**config.mk**
```make
export PLATFORM = sky130hd
export DESIGN_NAME = srt_ctrl
export DESIGN_NICKNAME = d
export VERILOG_FILES = /design/src/rtl/assert_macros.svh /design/src/rtl/srt_pkg.sv /design/src/rtl/srt_ctrl.sv
export SDC_FILE = /design/constraint.sdc
export NUM_CORES = 1
export LEC_CHECK = 0
export BUFFER_PORTS_ARGS = -buffer_cell sky130_fd_sc_hd__buf_2
export CORE_MARGIN = 2
export CORE_UTILIZATION = 45
export CTS_CLUSTER_DIAMETER = 150
export DETAILED_ROUTE_END_ITERATION = 7
export PLACE_DENSITY = 0.79
export SLEW_MARGIN = 20
export SYNTH_ARGS = -nofsm -noshare
export SYNTH_HDL_FRONTEND = slang
export SYNTH_SLANG_ARGS = --single-unit
```
**constraint.sdc**
```tcl
create_clock -name i_clk -period 2.55 [get_ports i_clk]
set_input_delay 0.1275 -clock i_clk [delete_from_list [all_inputs] [get_ports i_clk]]
set_output_delay 0.1275 -clock i_clk [all_outputs]
set_load 0.01 [all_outputs]
```
**src/rtl/assert_macros.svh**
```systemverilog
// ----------------------------------------------------------------------------
// assert_macros.svh
// Assertion helper macros, compiled out when ASSERT_OFF is defined.
// ----------------------------------------------------------------------------
`ifndef ASSERT_MACROS_SVH
`define ASSERT_MACROS_SVH
`ifndef ASSERT_OFF
// same-cycle implication
`define ASSERT_IMPL(label, clk, rst_n, ante, cons) \
    label: assert property (@(posedge clk) disable iff (!rst_n) (ante) |-> (cons)) \
        else $error("assertion failed: same-cycle implication");
// next-cycle implication
`define ASSERT_NEXT(label, clk, rst_n, ante, cons) \
    label: assert property (@(posedge clk) disable iff (!rst_n) (ante) |=> (cons)) \
        else $error("assertion failed: next-cycle implication");
`else
`define ASSERT_IMPL(label, clk, rst_n, ante, cons)
`define ASSERT_NEXT(label, clk, rst_n, ante, cons)
`endif
`endif

```
**src/rtl/srt_pkg.sv**
```systemverilog
// ----------------------------------------------------------------------------
// srt_pkg
// Shared types and constants of the sorted range table.
// ----------------------------------------------------------------------------
package srt_pkg;

    localparam int CAPACITY   = 64;
    localparam int KEY_BYTES  = 8;
    localparam int NAME_BYTES = 8;

    localparam int IDX_W    = $clog2(CAPACITY);
    localparam int CNT_W    = $clog2(CAPACITY + 1);
    localparam int KEY_W    = 64;
    localparam int NAME_W   = 64;
    localparam int SEQ_W    = 7;
    localparam int STATUS_W = 3;
    localparam int SLOT_W   = 6;
    localparam int COUNT_W  = 7;
    localparam int KIND_W   = 2;

    localparam logic [KEY_W-1:0]  KEY_MASK  = {KEY_W{1'b1}} >> (KEY_W - 8 * KEY_BYTES);
    localparam logic [NAME_W-1:0] NAME_MASK = {NAME_W{1'b1}} >> (NAME_W - 8 * NAME_BYTES);

    typedef enum logic [KIND_W-1:0] {
        KIND_LOOKUP = 2'd0,
        KIND_INSERT = 2'd1,
        KIND_UPDATE = 2'd2,
        KIND_NONE   = 2'd3
    } t_kind;

    typedef enum logic [STATUS_W-1:0] {
        ST_OK       = 3'd0,
        ST_PAST_END = 3'd1,
        ST_DUP      = 3'd2,
        ST_FULL     = 3'd3,
        ST_ABSENT   = 3'd4
    } t_status;

    // where the result fields come from
    typedef enum logic [1:0] {
        RS_ZERO  = 2'd0,  // status only, entry fields zero
        RS_RDATA = 2'd1,  // entry read at search position
        RS_NEW   = 2'd2,  // freshly inserted entry
        RS_UPD   = 2'd3   // entry whose key was replaced
    } t_res_src;

    typedef struct packed {
        logic [KEY_W-1:0]  key;
        logic [NAME_W-1:0] name;
        logic [SEQ_W-1:0]  seq;
    } t_entry;

    typedef struct packed {
        logic     load;       // take input item, start operation
        logic     rd_mid;     // read midpoint of search window
        logic     step;       // narrow search window on read data
        logic     rd_lo;      // read entry at search position
        logic     sh_init;    // start shift at top of table
        logic     rd_shift;   // read entry below shift index
        logic     wr_shift;   // move entry up one slot
        logic     wr_new;     // write new entry, bump count
        logic     rd_scan;    // read entry at scan index
        logic     scan_next;  // advance scan index
        logic     wr_upd;     // replace key of matched entry
        logic     emit;       // load output register
        t_res_src res_src;
        t_status  status;
    } t_cmd;

    typedef struct packed {
        logic lo_lt_hi;
        logic key_eq;
        logic lo_ge_count;
        logic full;
        logic shift_more;
        logic scan_more;
        logic name_eq;
        logic out_free;
    } t_sts;

endpackage

```
**src/rtl/srt_ctrl.sv**
```systemverilog
// ----------------------------------------------------------------------------
// srt_ctrl
// Operation sequencer: search, shift, scan and result hand-off.
// ----------------------------------------------------------------------------
module srt_ctrl (
    input  logic            i_clk,
    input  logic            i_rst_n,
    input  logic            i_in_valid,
    input  logic [1:0]      i_kind,
    output logic            o_in_stall,
    input  srt_pkg::t_sts   i_sts,
    output srt_pkg::t_cmd   o_cmd
);

    typedef enum logic [8:0] {
        S_IDLE     = 9'b000000001,
        S_SRCH_RD  = 9'b000000010,
        S_SRCH_CMP = 9'b000000100,
        S_FETCH    = 9'b000001000,
        S_SH_RD    = 9'b000010000,
        S_SH_WR    = 9'b000100000,
        S_UP_RD    = 9'b001000000,
        S_UP_CMP   = 9'b010000000,
        S_EMIT     = 9'b100000000
    } t_state;

    t_state            r_state,  n_state;
    srt_pkg::t_kind    r_kind,   n_kind;
    srt_pkg::t_status  r_status, n_status;
    srt_pkg::t_res_src r_src,    n_src;

    always_ff @(posedge i_clk) begin
        if (!i_rst_n) begin
            r_state  <= S_IDLE;
            r_kind   <= srt_pkg::KIND_LOOKUP;
            r_status <= srt_pkg::ST_OK;
            r_src    <= srt_pkg::RS_ZERO;
        end else begin
            r_state  <= n_state;
            r_kind   <= n_kind;
            r_status <= n_status;
            r_src    <= n_src;
        end
    end

    assign o_in_stall = (r_state != S_IDLE);

    always_comb begin
        n_state  = r_state;
        n_kind   = r_kind;
        n_status = r_status;
        n_src    = r_src;
        o_cmd    = '0;
        o_cmd.res_src = r_src;
        o_cmd.status  = r_status;
        case (r_state)
            S_IDLE: begin
                if (i_in_valid) begin
                    o_cmd.load = 1'b1;
                    n_kind     = srt_pkg::t_kind'(i_kind);
                    case (srt_pkg::t_kind'(i_kind))
                        srt_pkg::KIND_LOOKUP,
                        srt_pkg::KIND_INSERT: n_state = S_SRCH_RD;
                        srt_pkg::KIND_UPDATE: n_state = S_UP_RD;
                        default: begin
                            n_state  = S_EMIT;
                            n_status = srt_pkg::ST_PAST_END;
                            n_src    = srt_pkg::RS_ZERO;
                        end
                    endcase
                end
            end
            S_SRCH_RD: begin
                if (i_sts.lo_lt_hi) begin
                    o_cmd.rd_mid = 1'b1;
                    n_state      = S_SRCH_CMP;
                end else if (r_kind == srt_pkg::KIND_LOOKUP) begin
                    // miss: position is the first larger key, if any
                    if (i_sts.lo_ge_count) begin
                        n_state  = S_EMIT;
                        n_status = srt_pkg::ST_PAST_END;
                        n_src    = srt_pkg::RS_ZERO;
                    end else begin
                        n_state = S_FETCH;
                    end
                end else if (i_sts.full) begin
                    n_state  = S_EMIT;
                    n_status = srt_pkg::ST_FULL;
                    n_src    = srt_pkg::RS_ZERO;
                end else begin
                    o_cmd.sh_init = 1'b1;
                    n_state       = S_SH_RD;
                end
            end
            S_SRCH_CMP: begin
                o_cmd.step = 1'b1;
                if (i_sts.key_eq) begin
                    n_state  = S_EMIT;
                    n_status = (r_kind == srt_pkg::KIND_LOOKUP) ? srt_pkg::ST_OK
                                                                : srt_pkg::ST_DUP;
                    n_src    = srt_pkg::RS_RDATA;
                end else begin
                    n_state = S_SRCH_RD;
                end
            end
            S_FETCH: begin
                o_cmd.rd_lo = 1'b1;
                n_state     = S_EMIT;
                n_status    = srt_pkg::ST_OK;
                n_src       = srt_pkg::RS_RDATA;
            end
            S_SH_RD: begin
                if (i_sts.shift_more) begin
                    o_cmd.rd_shift = 1'b1;
                    n_state        = S_SH_WR;
                end else begin
                    o_cmd.wr_new = 1'b1;
                    n_state      = S_EMIT;
                    n_status     = srt_pkg::ST_OK;
                    n_src        = srt_pkg::RS_NEW;
                end
            end
            S_SH_WR: begin
                o_cmd.wr_shift = 1'b1;
                n_state        = S_SH_RD;
            end
            S_UP_RD: begin
                if (i_sts.scan_more) begin
                    o_cmd.rd_scan = 1'b1;
                    n_state       = S_UP_CMP;
                end else begin
                    n_state  = S_EMIT;
                    n_status = srt_pkg::ST_ABSENT;
                    n_src    = srt_pkg::RS_ZERO;
                end
            end
            S_UP_CMP: begin
                if (i_sts.name_eq) begin
                    o_cmd.wr_upd = 1'b1;
                    n_state      = S_EMIT;
                    n_status     = srt_pkg::ST_OK;
                    n_src        = srt_pkg::RS_UPD;
                end else begin
                    o_cmd.scan_next = 1'b1;
                    n_state         = S_UP_RD;
                end
            end
            S_EMIT: begin
                if (i_sts.out_free) begin
                    o_cmd.emit = 1'b1;
                    n_state    = S_IDLE;
                end
            end
            default: n_state = S_IDLE;
        endcase
    end

endmodule

```
==> reports/qor.txt <==
CTS max path bufs = 2
Remaining DRCs = 0
Mapped Cells = 134
Ys flop type = dfxtp_1
Placer Congestion = 0.915
Hold WC Path Type = in2reg
Setup TNS = 0 ns
Placement Rows = 17
Total CTS buffers = 3
Sink Count = 16
Slew headroom = 67.2%
Post-synth top area cell = dfxtp_1
P_sw = 419 uW
Clk slew on worst S/H paths = 0.09 ns
Worst vdd ir = 0.537 mV
Max-Cap Viols = 0
Placed cell count = 181
Via count = 1,075
Max Fclk = 410 MHz
Status = completed
Routed WL = 2760 um
Core Box Area = 2210 um2
Worst Path Required = 2.42 ns
Grt total ovfl = 0
DR WL/cell = 14.9 um
Port buffer count = 30
Hold_buf cts = 0
First-pass GRT wire length = 4370 um
Async SR Flop Fraction = 0%
Initial antenna violation count = 0
RSZ-0062 raised after global routing = no
Area of the multi-input gates = 664 um2
Synth top area cells = dfxtp_1 (30%), mux2i_1 (6.6%), nor2_1 (5.0%)
Die Wd = 52.4 um
# diodes = 0
Syn Nets = 147
Flop pwr share = 34.9%
Post-DRT Antenna Nets = 0
Most common cell in the netlist = dfxtp_1
Layout Cell Area excl Fill = 1230 um2
Fin. max-slew vios = 0
Fin crit period = 2.44 ns
Switch share = 41.7%
Seq cells post-synth = 16
Overall power = 1.01 mW
Htree depth = 1
Ys Warns = 0
Post-Synthesis Cell Area = 1050 um2
Share of the synthesized area in the top cell type = 30.4%
Post-Layout Cell Count = 185
Synth cell count leaders = dfxtp_1 (16), nor2_1 (14), nand2_1 (12), clkbuf_1 (7), mux2i_1 (7)
Leak = 0.563 nW
Gr usage total = 21.5%
Area of the die = 2750 um2
Crit Path Class = reg2out
Synth cell types = 47
Logic pwr share = 48.5%
Clock Power Share = 16.6%
Post-DP Area = 1180 um2
DRT Pass-1 Iters = 4
Critical Path Sink Type = primary output
Clock skew = 0.000940 ns
Hold Fails Final Rpt = 0
Slew @ Worst Pin = 0.487 ns
Syn Area/Cell = 7.87 um2
PwrDens = 816 nW/um2
Worst setup SP type = register
CP arrival = 2.31 ns
Final period util = 95.6%
Die H = 52.4 um
I/O Pins = 31
FF+latch area = 320 um2
Clk root buf = clkbuf_4
P_int = 586 uW
1st-iter DRT viols = 33
Vias in the first global route = 1,007
Layout Nets = 171
Starting density of the core = 47.7%
CTS tree = done
Area grow syn2layout = 16.8%
Sequential area share after synthesis = 30.4%
FILL cells = 226
Largest net degree at the start of global routing = 18
Post-synth EDFFs = 0
Final Setup Violations = 0
Dpl hpwl = 2120 um
CP max FO = 11
Skew-Pair Late Insertion Delay = 0.29 ns
Layout cells sized above 1 = 28.0%
Post-DR vias/cell = 5.81
==> sequential cells by signal, summed over array words and instances, names as in the netlist <==
register	count
r_src	2
r_kind	2
r_state	9
r_status	3
==> kinds of logic (layout without fill, tap and decap cells) <==
| family | after synthesis | after routing | synth area share, % |
|---|---|---|---|
| and+or+nand+nor | 67 | 67 | 36.8 |
| AOI/OAI and AO/OA | 23 | 23 | 15.7 |
| buffers and inverters | 18 | 41 | 8.07 |
| DFF | 16 | 16 | 30.4 |
| muxes | 7 | 7 | 6.64 |
| xor gates and xnor gates | 3 | 3 | 2.49 |
==> per-layer routing <==
layer / vias to the layer above / track usage (%) / routed length [um]
li1: 526 / - / -
met2: 47 / 33.5 / 1300
met3: 6 / 6.86 / 210
met5: - / 0 / 0
met4: 0 / 10.7 / 44
met1: 496 / 26.4 / 1210
==> layout by cell type, fill, tap and decap left out, types with 2 or more instances in the layout <==
cell type	instances
nand2_1	12
or4_1	2
a21oi_1	3
xnor2_1	2
and2_1	2
and3_1	3
clkbuf_4	3
o22ai_1	2
or3_1	2
dfxtp_1	16
nor2b_1	3
nand2b_1	2
or4_4	2
nor3_1	5
o21ai_0	4
nand3_1	2
inv_1	6
o21a_1	2
or4b_2	2
buf_2	30
nor3b_1	2
mux2i_1	7
nor4_1	5
nor2_1	14
==> worst max-delay path, stage by stage (launching register included) <==
cell and delay (ns):
dfxtp_1 0.43, or4b_2 0.66, or3_1 0.46, nor4_4 0.28, buf_2 0.18
==> repair_timing <==
| action | CTS | global route |
|---|---|---|
| resized for setup | 1 | 1 |
| pin swaps | 0 | 0 |
| setup buffers | 0 | 0 |
| endpoints found under the setup margin | 1 | 1 |
==> final timing paths <==
check,start,depth (start not counted),slack [ns],to
setup / recovery,r_state[0],4,0.11,o_cmd[12]
setup reg to reg,r_state[4],5,0.27,r_state[1]
hold reg to reg,r_src[0],2,0.46,r_src[0]
hold / removal,i_sts[7],2,0.08,r_state[3]
==> metrics by stage <==
stage                     hold slack [ns]  util, %  worst slack (ns)
after global placement              0.358     53.4             0.345
final                              0.0849     55.7             0.113
after global routing               0.0780     55.7          0.000820
after CTS                          0.0486     55.3            0.0747
after detailed placement            0.358     53.4             0.313
after floorplan                     0.204        -             0.315
==> power groups by stage <==
stage | sequential, mW | combinational, mW | clock, mW
global placement | 0.353 | 0.475 | 0
CTS | 0.347 | 0.480 | 0.172
detailed placement | 0.352 | 0.477 | 0
finish | 0.351 | 0.488 | 0.167
floorplan | 0.319 | 0.404 | 0
global route | 0.357 | 0.532 | 0.186
==> final cells by class <==
cell class / instances / area share [%]
Tap cell: 28 / 2.84
Sequential cell: 16 / 26.0
Inverter: 7 / 2.13
Timing Repair Buffer: 30 / 12.2
Clock buffer: 4 / 2.94
Multi-Input combinational cell: 100 / 53.9
Note: power is estimated with default switching activity, not from simulation.
